File: src/hw/rtl/sorted_priority_task_queue_unit_macros.svh
// Assertion helpers shared by the queue RTL.
// Both sample on the rising edge of clk and are held off while arst_n is low.
`ifndef SORTED_PRIORITY_TASK_QUEUE_UNIT_MACROS_SVH
`define SORTED_PRIORITY_TASK_QUEUE_UNIT_MACROS_SVH

// Condition that must hold at every clock edge.
`define SPTQ_ASSERT(label, cond, msg) \
	label: assert property (@(posedge clk) disable iff (!arst_n) (cond)) \
		else $error(msg);

// Antecedent in one cycle implies consequent in the next.
`define SPTQ_ASSERT_NEXT(label, ante, cons, msg) \
	label: assert property (@(posedge clk) disable iff (!arst_n) (ante) |=> (cons)) \
		else $error(msg);

`endif

File: src/hw/rtl/sptq_pkg.sv
`default_nettype none
package sptq_pkg;

	localparam int CAPACITY = 16;
	localparam int IDX_W    = $clog2(CAPACITY);
	localparam int CNT_W    = $clog2(CAPACITY + 1);
	localparam int ID_W     = 16;
	localparam int PRIO_W   = 8;
	localparam int OUT_CNT_W = 5;

	// Request codes; the fourth code is unused and ignored.
	localparam logic [1:0] REQ_INSERT = 2'd0;
	localparam logic [1:0] REQ_POP    = 2'd1;
	localparam logic [1:0] REQ_REMOVE = 2'd2;

	typedef enum logic [1:0] {
		ST_OK        = 2'd0,
		ST_EMPTY     = 2'd1,
		ST_NOT_FOUND = 2'd2,
		ST_FULL      = 2'd3
	} status_t;

	typedef struct packed {
		logic [ID_W-1:0]   id;
		logic [PRIO_W-1:0] prio;
	} entry_t;

	// Access bundle from the sequencer to the slot memory.
	typedef struct packed {
		logic             wr_en;
		logic [IDX_W-1:0] wr_addr;
		entry_t           wr_data;
		logic             rd_en;
		logic [IDX_W-1:0] rd_addr;
	} mem_req_t;

	// Finished transaction handed to the output register.
	typedef struct packed {
		status_t          status;
		entry_t           removed;
		logic [CNT_W-1:0] count;
	} result_t;

	typedef enum logic [1:0] {
		S_IDLE,
		S_INS,
		S_DEL,
		S_DONE
	} seq_state_t;

endpackage
`default_nettype wire

File: src/hw/rtl/sptq_req_if.sv
`default_nettype none
interface sptq_req_if;
	import sptq_pkg::*;

	logic              valid;
	logic              ready;
	logic [1:0]        req_type;
	logic [ID_W-1:0]   task_id;
	logic [PRIO_W-1:0] task_priority;

	modport source (output valid, output req_type, output task_id, output task_priority,
		input ready);
	modport sink (input valid, input req_type, input task_id, input task_priority,
		output ready);
endinterface
`default_nettype wire

File: src/hw/rtl/sptq_rsp_if.sv
`default_nettype none
interface sptq_rsp_if;
	import sptq_pkg::*;

	logic                 valid;
	logic                 ready;
	logic [1:0]           status;
	logic [ID_W-1:0]      removed_id;
	logic [PRIO_W-1:0]    removed_priority;
	logic [OUT_CNT_W-1:0] entry_count;

	modport source (output valid, output status, output removed_id,
		output removed_priority, output entry_count, input ready);
	modport sink (input valid, input status, input removed_id,
		input removed_priority, input entry_count, output ready);
endinterface
`default_nettype wire

File: src/hw/rtl/sptq_ram.sv
`default_nettype none
module sptq_ram #(
	parameter int WIDTH = 24,
	parameter int DEPTH = 16,
	localparam int AW = $clog2(DEPTH)
) (
	input  wire logic             clk,
	input  wire logic             wr_en,
	input  wire logic [AW-1:0]    wr_addr,
	input  wire logic [WIDTH-1:0] wr_data,
	input  wire logic             rd_en,
	input  wire logic [AW-1:0]    rd_addr,
	output logic      [WIDTH-1:0] rd_data
);

	logic [WIDTH-1:0] mem [DEPTH];

	// Write port
	always_ff @(posedge clk) begin
		if (wr_en) begin
			mem[wr_addr] <= wr_data;
		end
	end

	// Registered read port
	always_ff @(posedge clk) begin
		if (rd_en) begin
			rd_data <= mem[rd_addr];
		end
	end

endmodule
`default_nettype wire

File: src/hw/rtl/sptq_seq.sv
`default_nettype none
`include "sorted_priority_task_queue_unit_macros.svh"
module sptq_seq (
	input  wire logic              clk,
	input  wire logic              arst_n,
	sptq_req_if.sink               req,
	output sptq_pkg::mem_req_t     mem,
	input  wire sptq_pkg::entry_t  rd_data,
	output logic                   done,
	input  wire logic              take,
	output sptq_pkg::result_t      result
);
	import sptq_pkg::*;

	seq_state_t       state_q, state_d;
	logic [1:0]       req_q;
	entry_t           key_q;
	entry_t           carry_q;
	entry_t           rem_q;
	status_t          status_q;
	logic [CNT_W-1:0] cnt_q;
	logic [CNT_W-1:0] rd_idx_q;
	logic             hit_q;
	logic             vld_s1;
	logic [IDX_W-1:0] idx_s1;

	logic accept;
	logic walking;
	logic rd_go;
	logic pass_end;
	logic ins_place;
	logic del_hit;

	// Decode the walk over slots 0 .. count-1
	always_comb begin
		accept    = (state_q == S_IDLE) && req.valid;
		walking   = (state_q == S_INS) || (state_q == S_DEL);
		rd_go     = walking && (rd_idx_q < cnt_q);
		pass_end  = walking && !vld_s1 && (rd_idx_q == cnt_q);
		ins_place = (state_q == S_INS) && vld_s1 && !hit_q && (rd_data.prio < key_q.prio);
		del_hit   = (state_q == S_DEL) && vld_s1 && !hit_q &&
			((req_q == REQ_POP) || (rd_data.id == key_q.id));
	end

	// Next state, memory accesses and handshakes
	always_comb begin
		state_d     = state_q;
		req.ready   = 1'b0;
		done        = 1'b0;
		mem         = '0;
		mem.rd_en   = rd_go;
		mem.rd_addr = rd_idx_q[IDX_W-1:0];
		result.status  = status_q;
		result.removed = rem_q;
		result.count   = cnt_q;
		case (state_q)
			S_IDLE: begin
				req.ready = 1'b1;
				if (req.valid) begin
					case (req.req_type)
						REQ_INSERT: state_d = (cnt_q == CNT_W'(CAPACITY)) ? S_DONE : S_INS;
						REQ_POP, REQ_REMOVE: state_d = (cnt_q == '0) ? S_DONE : S_DEL;
						default: state_d = S_DONE;
					endcase
				end
			end
			S_INS: begin
				// Shift everything behind the insert point up by one slot
				if (vld_s1 && hit_q) begin
					mem.wr_en   = 1'b1;
					mem.wr_addr = idx_s1;
					mem.wr_data = carry_q;
				end else if (ins_place) begin
					mem.wr_en   = 1'b1;
					mem.wr_addr = idx_s1;
					mem.wr_data = key_q;
				end else if (pass_end) begin
					mem.wr_en   = 1'b1;
					mem.wr_addr = cnt_q[IDX_W-1:0];
					mem.wr_data = hit_q ? carry_q : key_q;
				end
				if (pass_end) begin
					state_d = S_DONE;
				end
			end
			S_DEL: begin
				// Pull every entry behind the hit down by one slot
				if (vld_s1 && hit_q) begin
					mem.wr_en   = 1'b1;
					mem.wr_addr = idx_s1 - IDX_W'(1);
					mem.wr_data = rd_data;
				end
				if (pass_end) begin
					state_d = S_DONE;
				end
			end
			S_DONE: begin
				done = 1'b1;
				if (take) begin
					state_d = S_IDLE;
				end
			end
			default: state_d = S_IDLE;
		endcase
	end

	// Control registers
	always_ff @(posedge clk or negedge arst_n) begin
		if (!arst_n) begin
			state_q  <= S_IDLE;
			cnt_q    <= '0;
			rd_idx_q <= '0;
			hit_q    <= 1'b0;
			vld_s1   <= 1'b0;
			req_q    <= REQ_INSERT;
			status_q <= ST_OK;
		end else begin
			state_q <= state_d;
			if (accept) begin
				req_q    <= req.req_type;
				rd_idx_q <= '0;
				hit_q    <= 1'b0;
				vld_s1   <= 1'b0;
				case (req.req_type)
					REQ_INSERT: status_q <= (cnt_q == CNT_W'(CAPACITY)) ? ST_FULL : ST_OK;
					REQ_POP, REQ_REMOVE: status_q <= (cnt_q == '0) ? ST_EMPTY : ST_OK;
					default: status_q <= ST_OK;
				endcase
			end else if (walking) begin
				vld_s1 <= rd_go;
				if (rd_go) begin
					rd_idx_q <= rd_idx_q + CNT_W'(1);
				end
				if (ins_place || del_hit) begin
					hit_q <= 1'b1;
				end
				if (pass_end) begin
					if (state_q == S_INS) begin
						cnt_q <= cnt_q + CNT_W'(1);
					end else if (hit_q) begin
						cnt_q <= cnt_q - CNT_W'(1);
					end else begin
						status_q <= ST_NOT_FOUND;
					end
				end
			end
		end
	end

	// Payload registers
	always_ff @(posedge clk) begin
		if (accept) begin
			key_q.id   <= req.task_id;
			key_q.prio <= req.task_priority;
			rem_q      <= '0;
		end else begin
			if (rd_go) begin
				idx_s1 <= rd_idx_q[IDX_W-1:0];
			end
			if ((state_q == S_INS) && vld_s1 && (hit_q || ins_place)) begin
				carry_q <= rd_data;
			end
			if (del_hit) begin
				rem_q <= rd_data;
			end
		end
	end

	`SPTQ_ASSERT(a_cnt_bound, cnt_q <= CNT_W'(CAPACITY), "occupancy above capacity")
	`SPTQ_ASSERT(a_no_rw_clash, !(mem.wr_en && mem.rd_en && (mem.wr_addr == mem.rd_addr)), "read and write hit one slot")
	`SPTQ_ASSERT(a_idle_quiet, (state_q != S_IDLE) || !mem.wr_en, "slot write while idle")
	`SPTQ_ASSERT_NEXT(a_full_refused, accept && (req.req_type == REQ_INSERT) && (cnt_q == CNT_W'(CAPACITY)), (state_q == S_DONE) && (status_q == ST_FULL) && (cnt_q == CNT_W'(CAPACITY)), "insert into full queue not refused")

endmodule
`default_nettype wire

File: src/hw/rtl/sorted_priority_task_queue_unit.sv
`default_nettype none
// Channel  Role  Fields
// req      sink  req_type, task_id, task_priority
// rsp      src   status, removed_id, removed_priority, entry_count
//
// Tasks live in one slot memory with a registered read port.
// A request walks the occupied slots one per cycle; a refused, empty or unused request
// skips the walk. rsp.valid rises as the sequencer returns to idle, ready to take the
// next request.
// One request is worked at a time; a new one is taken while the last result waits.
// Reset clears the count and control state, not the slots; a stalled rsp holds the
// sequencer in its final state.
module sorted_priority_task_queue_unit (
	input  wire logic clk,
	input  wire logic arst_n,
	sptq_req_if.sink   req,
	sptq_rsp_if.source rsp
);
	import sptq_pkg::*;

	mem_req_t mem;
	entry_t   rd_data;
	logic     done;
	logic     take;
	result_t  result;

	logic                   out_vld_q;
	status_t                out_status_q;
	entry_t                 out_rem_q;
	logic [OUT_CNT_W-1:0]   out_cnt_q;
	logic [CNT_W+OUT_CNT_W-1:0] cnt_ext;

	sptq_ram #(
		.WIDTH($bits(entry_t)),
		.DEPTH(CAPACITY)
	) u_ram (
		.clk     (clk),
		.wr_en   (mem.wr_en),
		.wr_addr (mem.wr_addr),
		.wr_data (mem.wr_data),
		.rd_en   (mem.rd_en),
		.rd_addr (mem.rd_addr),
		.rd_data (rd_data)
	);

	sptq_seq u_seq (
		.clk     (clk),
		.arst_n  (arst_n),
		.req     (req),
		.mem     (mem),
		.rd_data (rd_data),
		.done    (done),
		.take    (take),
		.result  (result)
	);

	// Take a result whenever the output register is free or draining
	assign take    = !out_vld_q || rsp.ready;
	assign cnt_ext = {{OUT_CNT_W{1'b0}}, result.count};

	always_ff @(posedge clk or negedge arst_n) begin
		if (!arst_n) begin
			out_vld_q <= 1'b0;
		end else if (done && take) begin
			out_vld_q <= 1'b1;
		end else if (rsp.ready) begin
			out_vld_q <= 1'b0;
		end
	end

	// Hold the payload until the transaction completes
	always_ff @(posedge clk) begin
		if (done && take) begin
			out_status_q <= result.status;
			out_rem_q    <= result.removed;
			out_cnt_q    <= cnt_ext[OUT_CNT_W-1:0];
		end
	end

	assign rsp.valid            = out_vld_q;
	assign rsp.status           = out_status_q;
	assign rsp.removed_id       = out_rem_q.id;
	assign rsp.removed_priority = out_rem_q.prio;
	assign rsp.entry_count      = out_cnt_q;

endmodule
`default_nettype wire
File: src/flat_wrapper.sv
// flat-port wrapper written by rule: the top's interface ports become plain ports
module sorted_priority_task_queue_unit_flat import sptq_pkg::*;
  (clk, arst_n, req_valid, req_req_type, req_task_id, req_task_priority, req_ready, rsp_valid, rsp_status, rsp_removed_id, rsp_removed_priority, rsp_entry_count, rsp_ready);
  sptq_req_if req_i ();
  sptq_rsp_if rsp_i ();
  input  wire logic clk;
  input  wire logic arst_n;
  input wire logic [$bits(req_i.valid)-1:0] req_valid;
  input wire logic [$bits(req_i.req_type)-1:0] req_req_type;
  input wire logic [$bits(req_i.task_id)-1:0] req_task_id;
  input wire logic [$bits(req_i.task_priority)-1:0] req_task_priority;
  output wire logic [$bits(req_i.ready)-1:0] req_ready;
  output wire logic [$bits(rsp_i.valid)-1:0] rsp_valid;
  output wire logic [$bits(rsp_i.status)-1:0] rsp_status;
  output wire logic [$bits(rsp_i.removed_id)-1:0] rsp_removed_id;
  output wire logic [$bits(rsp_i.removed_priority)-1:0] rsp_removed_priority;
  output wire logic [$bits(rsp_i.entry_count)-1:0] rsp_entry_count;
  input wire logic [$bits(rsp_i.ready)-1:0] rsp_ready;
  assign req_i.valid = req_valid;
  assign req_i.req_type = req_req_type;
  assign req_i.task_id = req_task_id;
  assign req_i.task_priority = req_task_priority;
  assign req_ready = req_i.ready;
  assign rsp_valid = rsp_i.valid;
  assign rsp_status = rsp_i.status;
  assign rsp_removed_id = rsp_i.removed_id;
  assign rsp_removed_priority = rsp_i.removed_priority;
  assign rsp_entry_count = rsp_i.entry_count;
  assign rsp_i.ready = rsp_ready;
  sorted_priority_task_queue_unit u_core (.clk(clk), .arst_n(arst_n), .req(req_i), .rsp(rsp_i));
endmodule
File: config.mk
export PLATFORM = sky130hd
export DESIGN_NAME = sorted_priority_task_queue_unit_flat
export DESIGN_NICKNAME = d
export VERILOG_FILES = /design/src/hw/rtl/sptq_pkg.sv /design/src/hw/rtl/sptq_req_if.sv /design/src/hw/rtl/sptq_rsp_if.sv /design/src/hw/rtl/sptq_ram.sv /design/src/hw/rtl/sptq_seq.sv /design/src/hw/rtl/sorted_priority_task_queue_unit.sv /design/src/flat_wrapper.sv
export VERILOG_INCLUDE_DIRS = /design/src /design/src/hw/rtl
export SDC_FILE = /design/constraint.sdc
export NUM_CORES = 1
export LEC_CHECK = 0
export ABC_CLOCK_PERIOD_IN_PS = 5990
export BUFFER_PORTS_ARGS = -buffer_cell sky130_fd_sc_hd__buf_2
export CAP_MARGIN = 20
export CORE_MARGIN = 2
export CORE_UTILIZATION = 32
export CTS_CLUSTER_SIZE = 8
export DETAILED_ROUTE_END_ITERATION = 8
export REMOVE_ABC_BUFFERS = 1
export SLEW_MARGIN = 20
export SYNTH_ARGS = -nofsm -noshare
export SYNTH_HDL_FRONTEND = slang
export SYNTH_SLANG_ARGS = --single-unit
export TNS_END_PERCENT = 20
File: constraint.sdc
create_clock -name clk -period 5.99 [get_ports clk]
set_input_delay 0.2995 -clock clk [delete_from_list [all_inputs] [get_ports clk]]
set_output_delay 0.2995 -clock clk [all_outputs]
set_load 0.02 [all_outputs]
==> impl_metrics.py <==
metrics = {
    "global_routing": {
        "grt_pass1_wl_mm": 74.2,
        "grt_pass1_vias": 10900,
        "antenna_found_initial": 1,
        "grt.total_usage": 0.151,
        "grt_max_degree": 59,
        "overflow": 0,
    },
    "placed_design": {
        "post-place-cells": 1944,
        "post_dp_cell_area_um2": 22400,
        "io_buffers": 62,
        "place_congestion": 0.761,
        "place_ws_ns": 2.12,
        "dp_hpwl_mm": 28.6,
    },
    "worst_setup_path": {
        "crit-reg2reg-capture": "u_core.u_ram.mem[12][11]$_DFFE_PP_",
        "worst-path-max-fanout": 33,
        "required_ns": 6.21,
        "worst-setup-path-type": "reg2reg",
        "critPathLaunch": "u_core.u_seq.rd_idx_q[0]$_DFFE_PN0P_",
        "reg2regPathDepth": 8,
        "reg2reg_from": "u_core.u_seq.rd_idx_q[0]$_DFFE_PN0P_",
        "critPathCapture": "u_core.u_ram.mem[12][11]$_DFFE_PP_",
        "ff2ff_setup_slack_ns": 2.19,
        "crit_path_start_kind": "flop",
        "arrival_ns": 4.03,
        "crit_path_end_kind": "flop",
    },
    "clock_tree": {
        "ctsHoldBuffers": 25,
        "post_cts.repair.setup_buffers": 0,
        "clk-insertion-delay-late_ns": 0.60,
        "clock-root-buffer": "clkbuf_16",
        "clk_pin_slew_worst_paths_ns": 0.05,
        "cts_tree": "done",
        "htreeDepth": 3,
        "cts_buffer_depth": 3,
        "cts.repair.resized": 0,
        "cts_buffers": 76,
        "cts.sinks": 534,
    },
    "flow_run": {
        "drv_cap": 0,
    },
    "power": {
        "seqPwrFrac": 0.441,
        "p_total_mw": 11.9,
        "p_sw_mw": 3.58,
        "p_clk_frac": 0.333,
        "p_leak_nw": 7.98,
        "power_density_nw_per_um2": 479,
        "intPower_mw": 8.33,
        "p_sw_frac": 0.301,
        "comb_power_share": 0.226,
        "ir_drop_mv": 0.306,
    },
    "final_layout": {
        "final_util": 0.385,
        "drive_gt1_frac": 0.273,
        "layout_common_cells": "edfxtp_1, mux4_2, clkbuf_16, buf_2, nor2_1",
        "final_area_um2": 24900,
        "final_nets": 1249,
        "stdcell_count": 2100,
        "final_common_cell": "edfxtp_1",
        "antenna_cells": 0,
        "n_fill_cell": 5845,
        "area.growth.synth_to_final_pct": 18.6,
    },
    "sta": {
        "slew_viol_final": 0,
        "finClkSkew_ns": 0.0206,
        "hold_viol": 0,
        "rsz0062_at_grt": "no",
        "fmax_mhz": 263,
        "setup_tns_ns": 0,
        "tightest_slew_ns": 1.09,
        "post-route-period-util": 0.635,
        "setup_viol": 0,
        "fin_ws_ns": 2.19,
        "fin_crit_ns": 3.80,
        "holdWs_ns": 0.0182,
        "relSlewSlack": 0.273,
    },
    "floorplan": {
        "initial_core_util": 0.324,
        "die_w_um": 260,
        "coreArea_um2": 64600,
        "boundaryPins": 63,
        "rows": 93,
        "floorplan.die_area_um2": 67500,
        "die_h_um": 260,
    },
    "yosys": {
        "syn_area_per_cell_um2": 20.0,
        "synth_edf_count": 491,
        "async_flop_share": 0.0356,
        "yosys_warnings": 0,
        "synth_seq_cells": 534,
        "syn_area_um2": 21000,
        "dominantRegCellSynth": "edfxtp_1",
        "yosysSeqAreaShare": 0.749,
        "syn_inst": 1047,
        "netlist-cell-type-count": 50,
    },
    "detailed_routing": {
        "drt-initial-drc-count": 1169,
        "avgRoutedWirePerCell_um": 24.0,
        "vias_per_cell": 5.05,
        "vias": 10600,
        "dr.pass1.iters": 5,
        "antenna_left": 0,
        "drc": 0,
        "drt-total-wl_mm": 50.3,
    },
    "status": {
        "status": "finished clean",
    },
    "min_path": {
        "worstHoldStart": "req_req_type[1]",
        "worstHoldPathType": "in2reg",
        "whs_path_depth": 3,
    },
}
## metal layers
metal | track usage | up-vias | part of all wire
li1 | - | 4536 | -
met1 | 0.224 | 5568 | 0.46
met2 | 0.224 | 422 | 0.45
met3 | 0.0348 | 81 | 0.076
met4 | 0.0409 | 0 | 0.019
met5 | 0 | - | 0
## cell usage after synthesis, types with 19 or more instances
library cell / count / area (µm²)
a22oi_1: 24 / 180
mux2i_1: 19 / 190
dfxtp_1: 24 / 480
nor2_1: 70 / 263
clkbuf_1: 24 / 90.1
mux4_2: 120 / 2700
inv_1: 23 / 86.3
ha_1: 24 / 300
nand2_1: 35 / 131
edfxtp_1: 491 / 14700
o21ai_0: 26 / 130
xor2_1: 23 / 201
dfrtp_1: 19 / 475
## critical path, stage by stage (launching register included)
cell,delay (ns)
dfrtp_4,0.87
inv_1,0.11
ha_1,0.31
nand3b_1,0.16
nor3_2,0.35
a211o_2,0.60
o2111ai_1,0.36
nor2_2,0.16
buf_4,0.48
## sequential cells by signal, summed over array words and instances, names as in the netlist, 2 cells and up
| register | cells |
|---|---|
| u_core.u_seq.result | 24 |
| u_core.rsp.entry_count | 5 |
| u_core.u_seq.idx_s1 | 4 |
| u_core.u_seq.status_q | 2 |
| u_core.u_seq.rd_idx_q | 5 |
| u_core.u_seq.cnt_q | 5 |
| u_core.u_seq.key_q | 24 |
| u_core.u_ram.mem | 384 |
| u_core.u_seq.state_q | 2 |
| u_core.u_ram.rd_data | 24 |
| u_core.u_seq.req_q | 2 |
| u_core.rsp.status | 2 |
| u_core.rsp.removed_priority | 8 |
| u_core.u_seq.carry_q | 24 |
| u_core.rsp.removed_id | 16 |
## power by group through the flow
| stage | Sequential [mW] | Clock (mW) | Combinational [mW] |
|---|---|---|---|
| finish | 5.26 | 3.96 | 2.69 |
| global route | 5.32 | 4.19 | 2.91 |
| CTS | 5.26 | 4.04 | 2.72 |
| detailed placement | 5.33 | 0 | 2.69 |
| global placement | 5.33 | 0 | 2.68 |
| floorplan | 5.34 | 0 | 1.75 |
## worst min path at each step
stage	slack (ns)	to
final	0.02	u_core.u_seq.req_q[1]$_DFFE_PN0P_
after global routing	0.02	u_core.u_seq.req_q[1]$_DFFE_PN0P_
after CTS	0.0004	u_core.u_seq.req_q[1]$_DFFE_PN0P_
after detailed placement	0.30	u_core.u_seq.rd_idx_q[4]$_DFFE_PN0P_
after global placement	0.29	u_core.u_seq.rd_idx_q[4]$_DFFE_PN0P_
after floorplan	0.004	u_core.rsp.valid$_DFFE_PN0P_
## cells by family after synthesis
logic type,after synthesis,synth area share
mux,156,0.147
simple gates,146,0.0308
buf+inv,71,0.0152
xor+xnor,27,0.0113
fa+ha+maj,25,0.0153
compound gates,88,0.0309
flops,534,0.749
## cell type report
type | count | area (µm²) | area share
tap | 855 | 1070 | 0.0430
inverter | 24 | 90.1 | 0.00362
clock inverter | 3 | 48.8 | 0.00196
timing repair buffer | 116 | 798 | 0.0321
sequential | 534 | 15700 | 0.632
clock buffer | 126 | 2150 | 0.0866
multi-input combinational | 442 | 4990 | 0.201
Power figures use the tool's default switching activity.
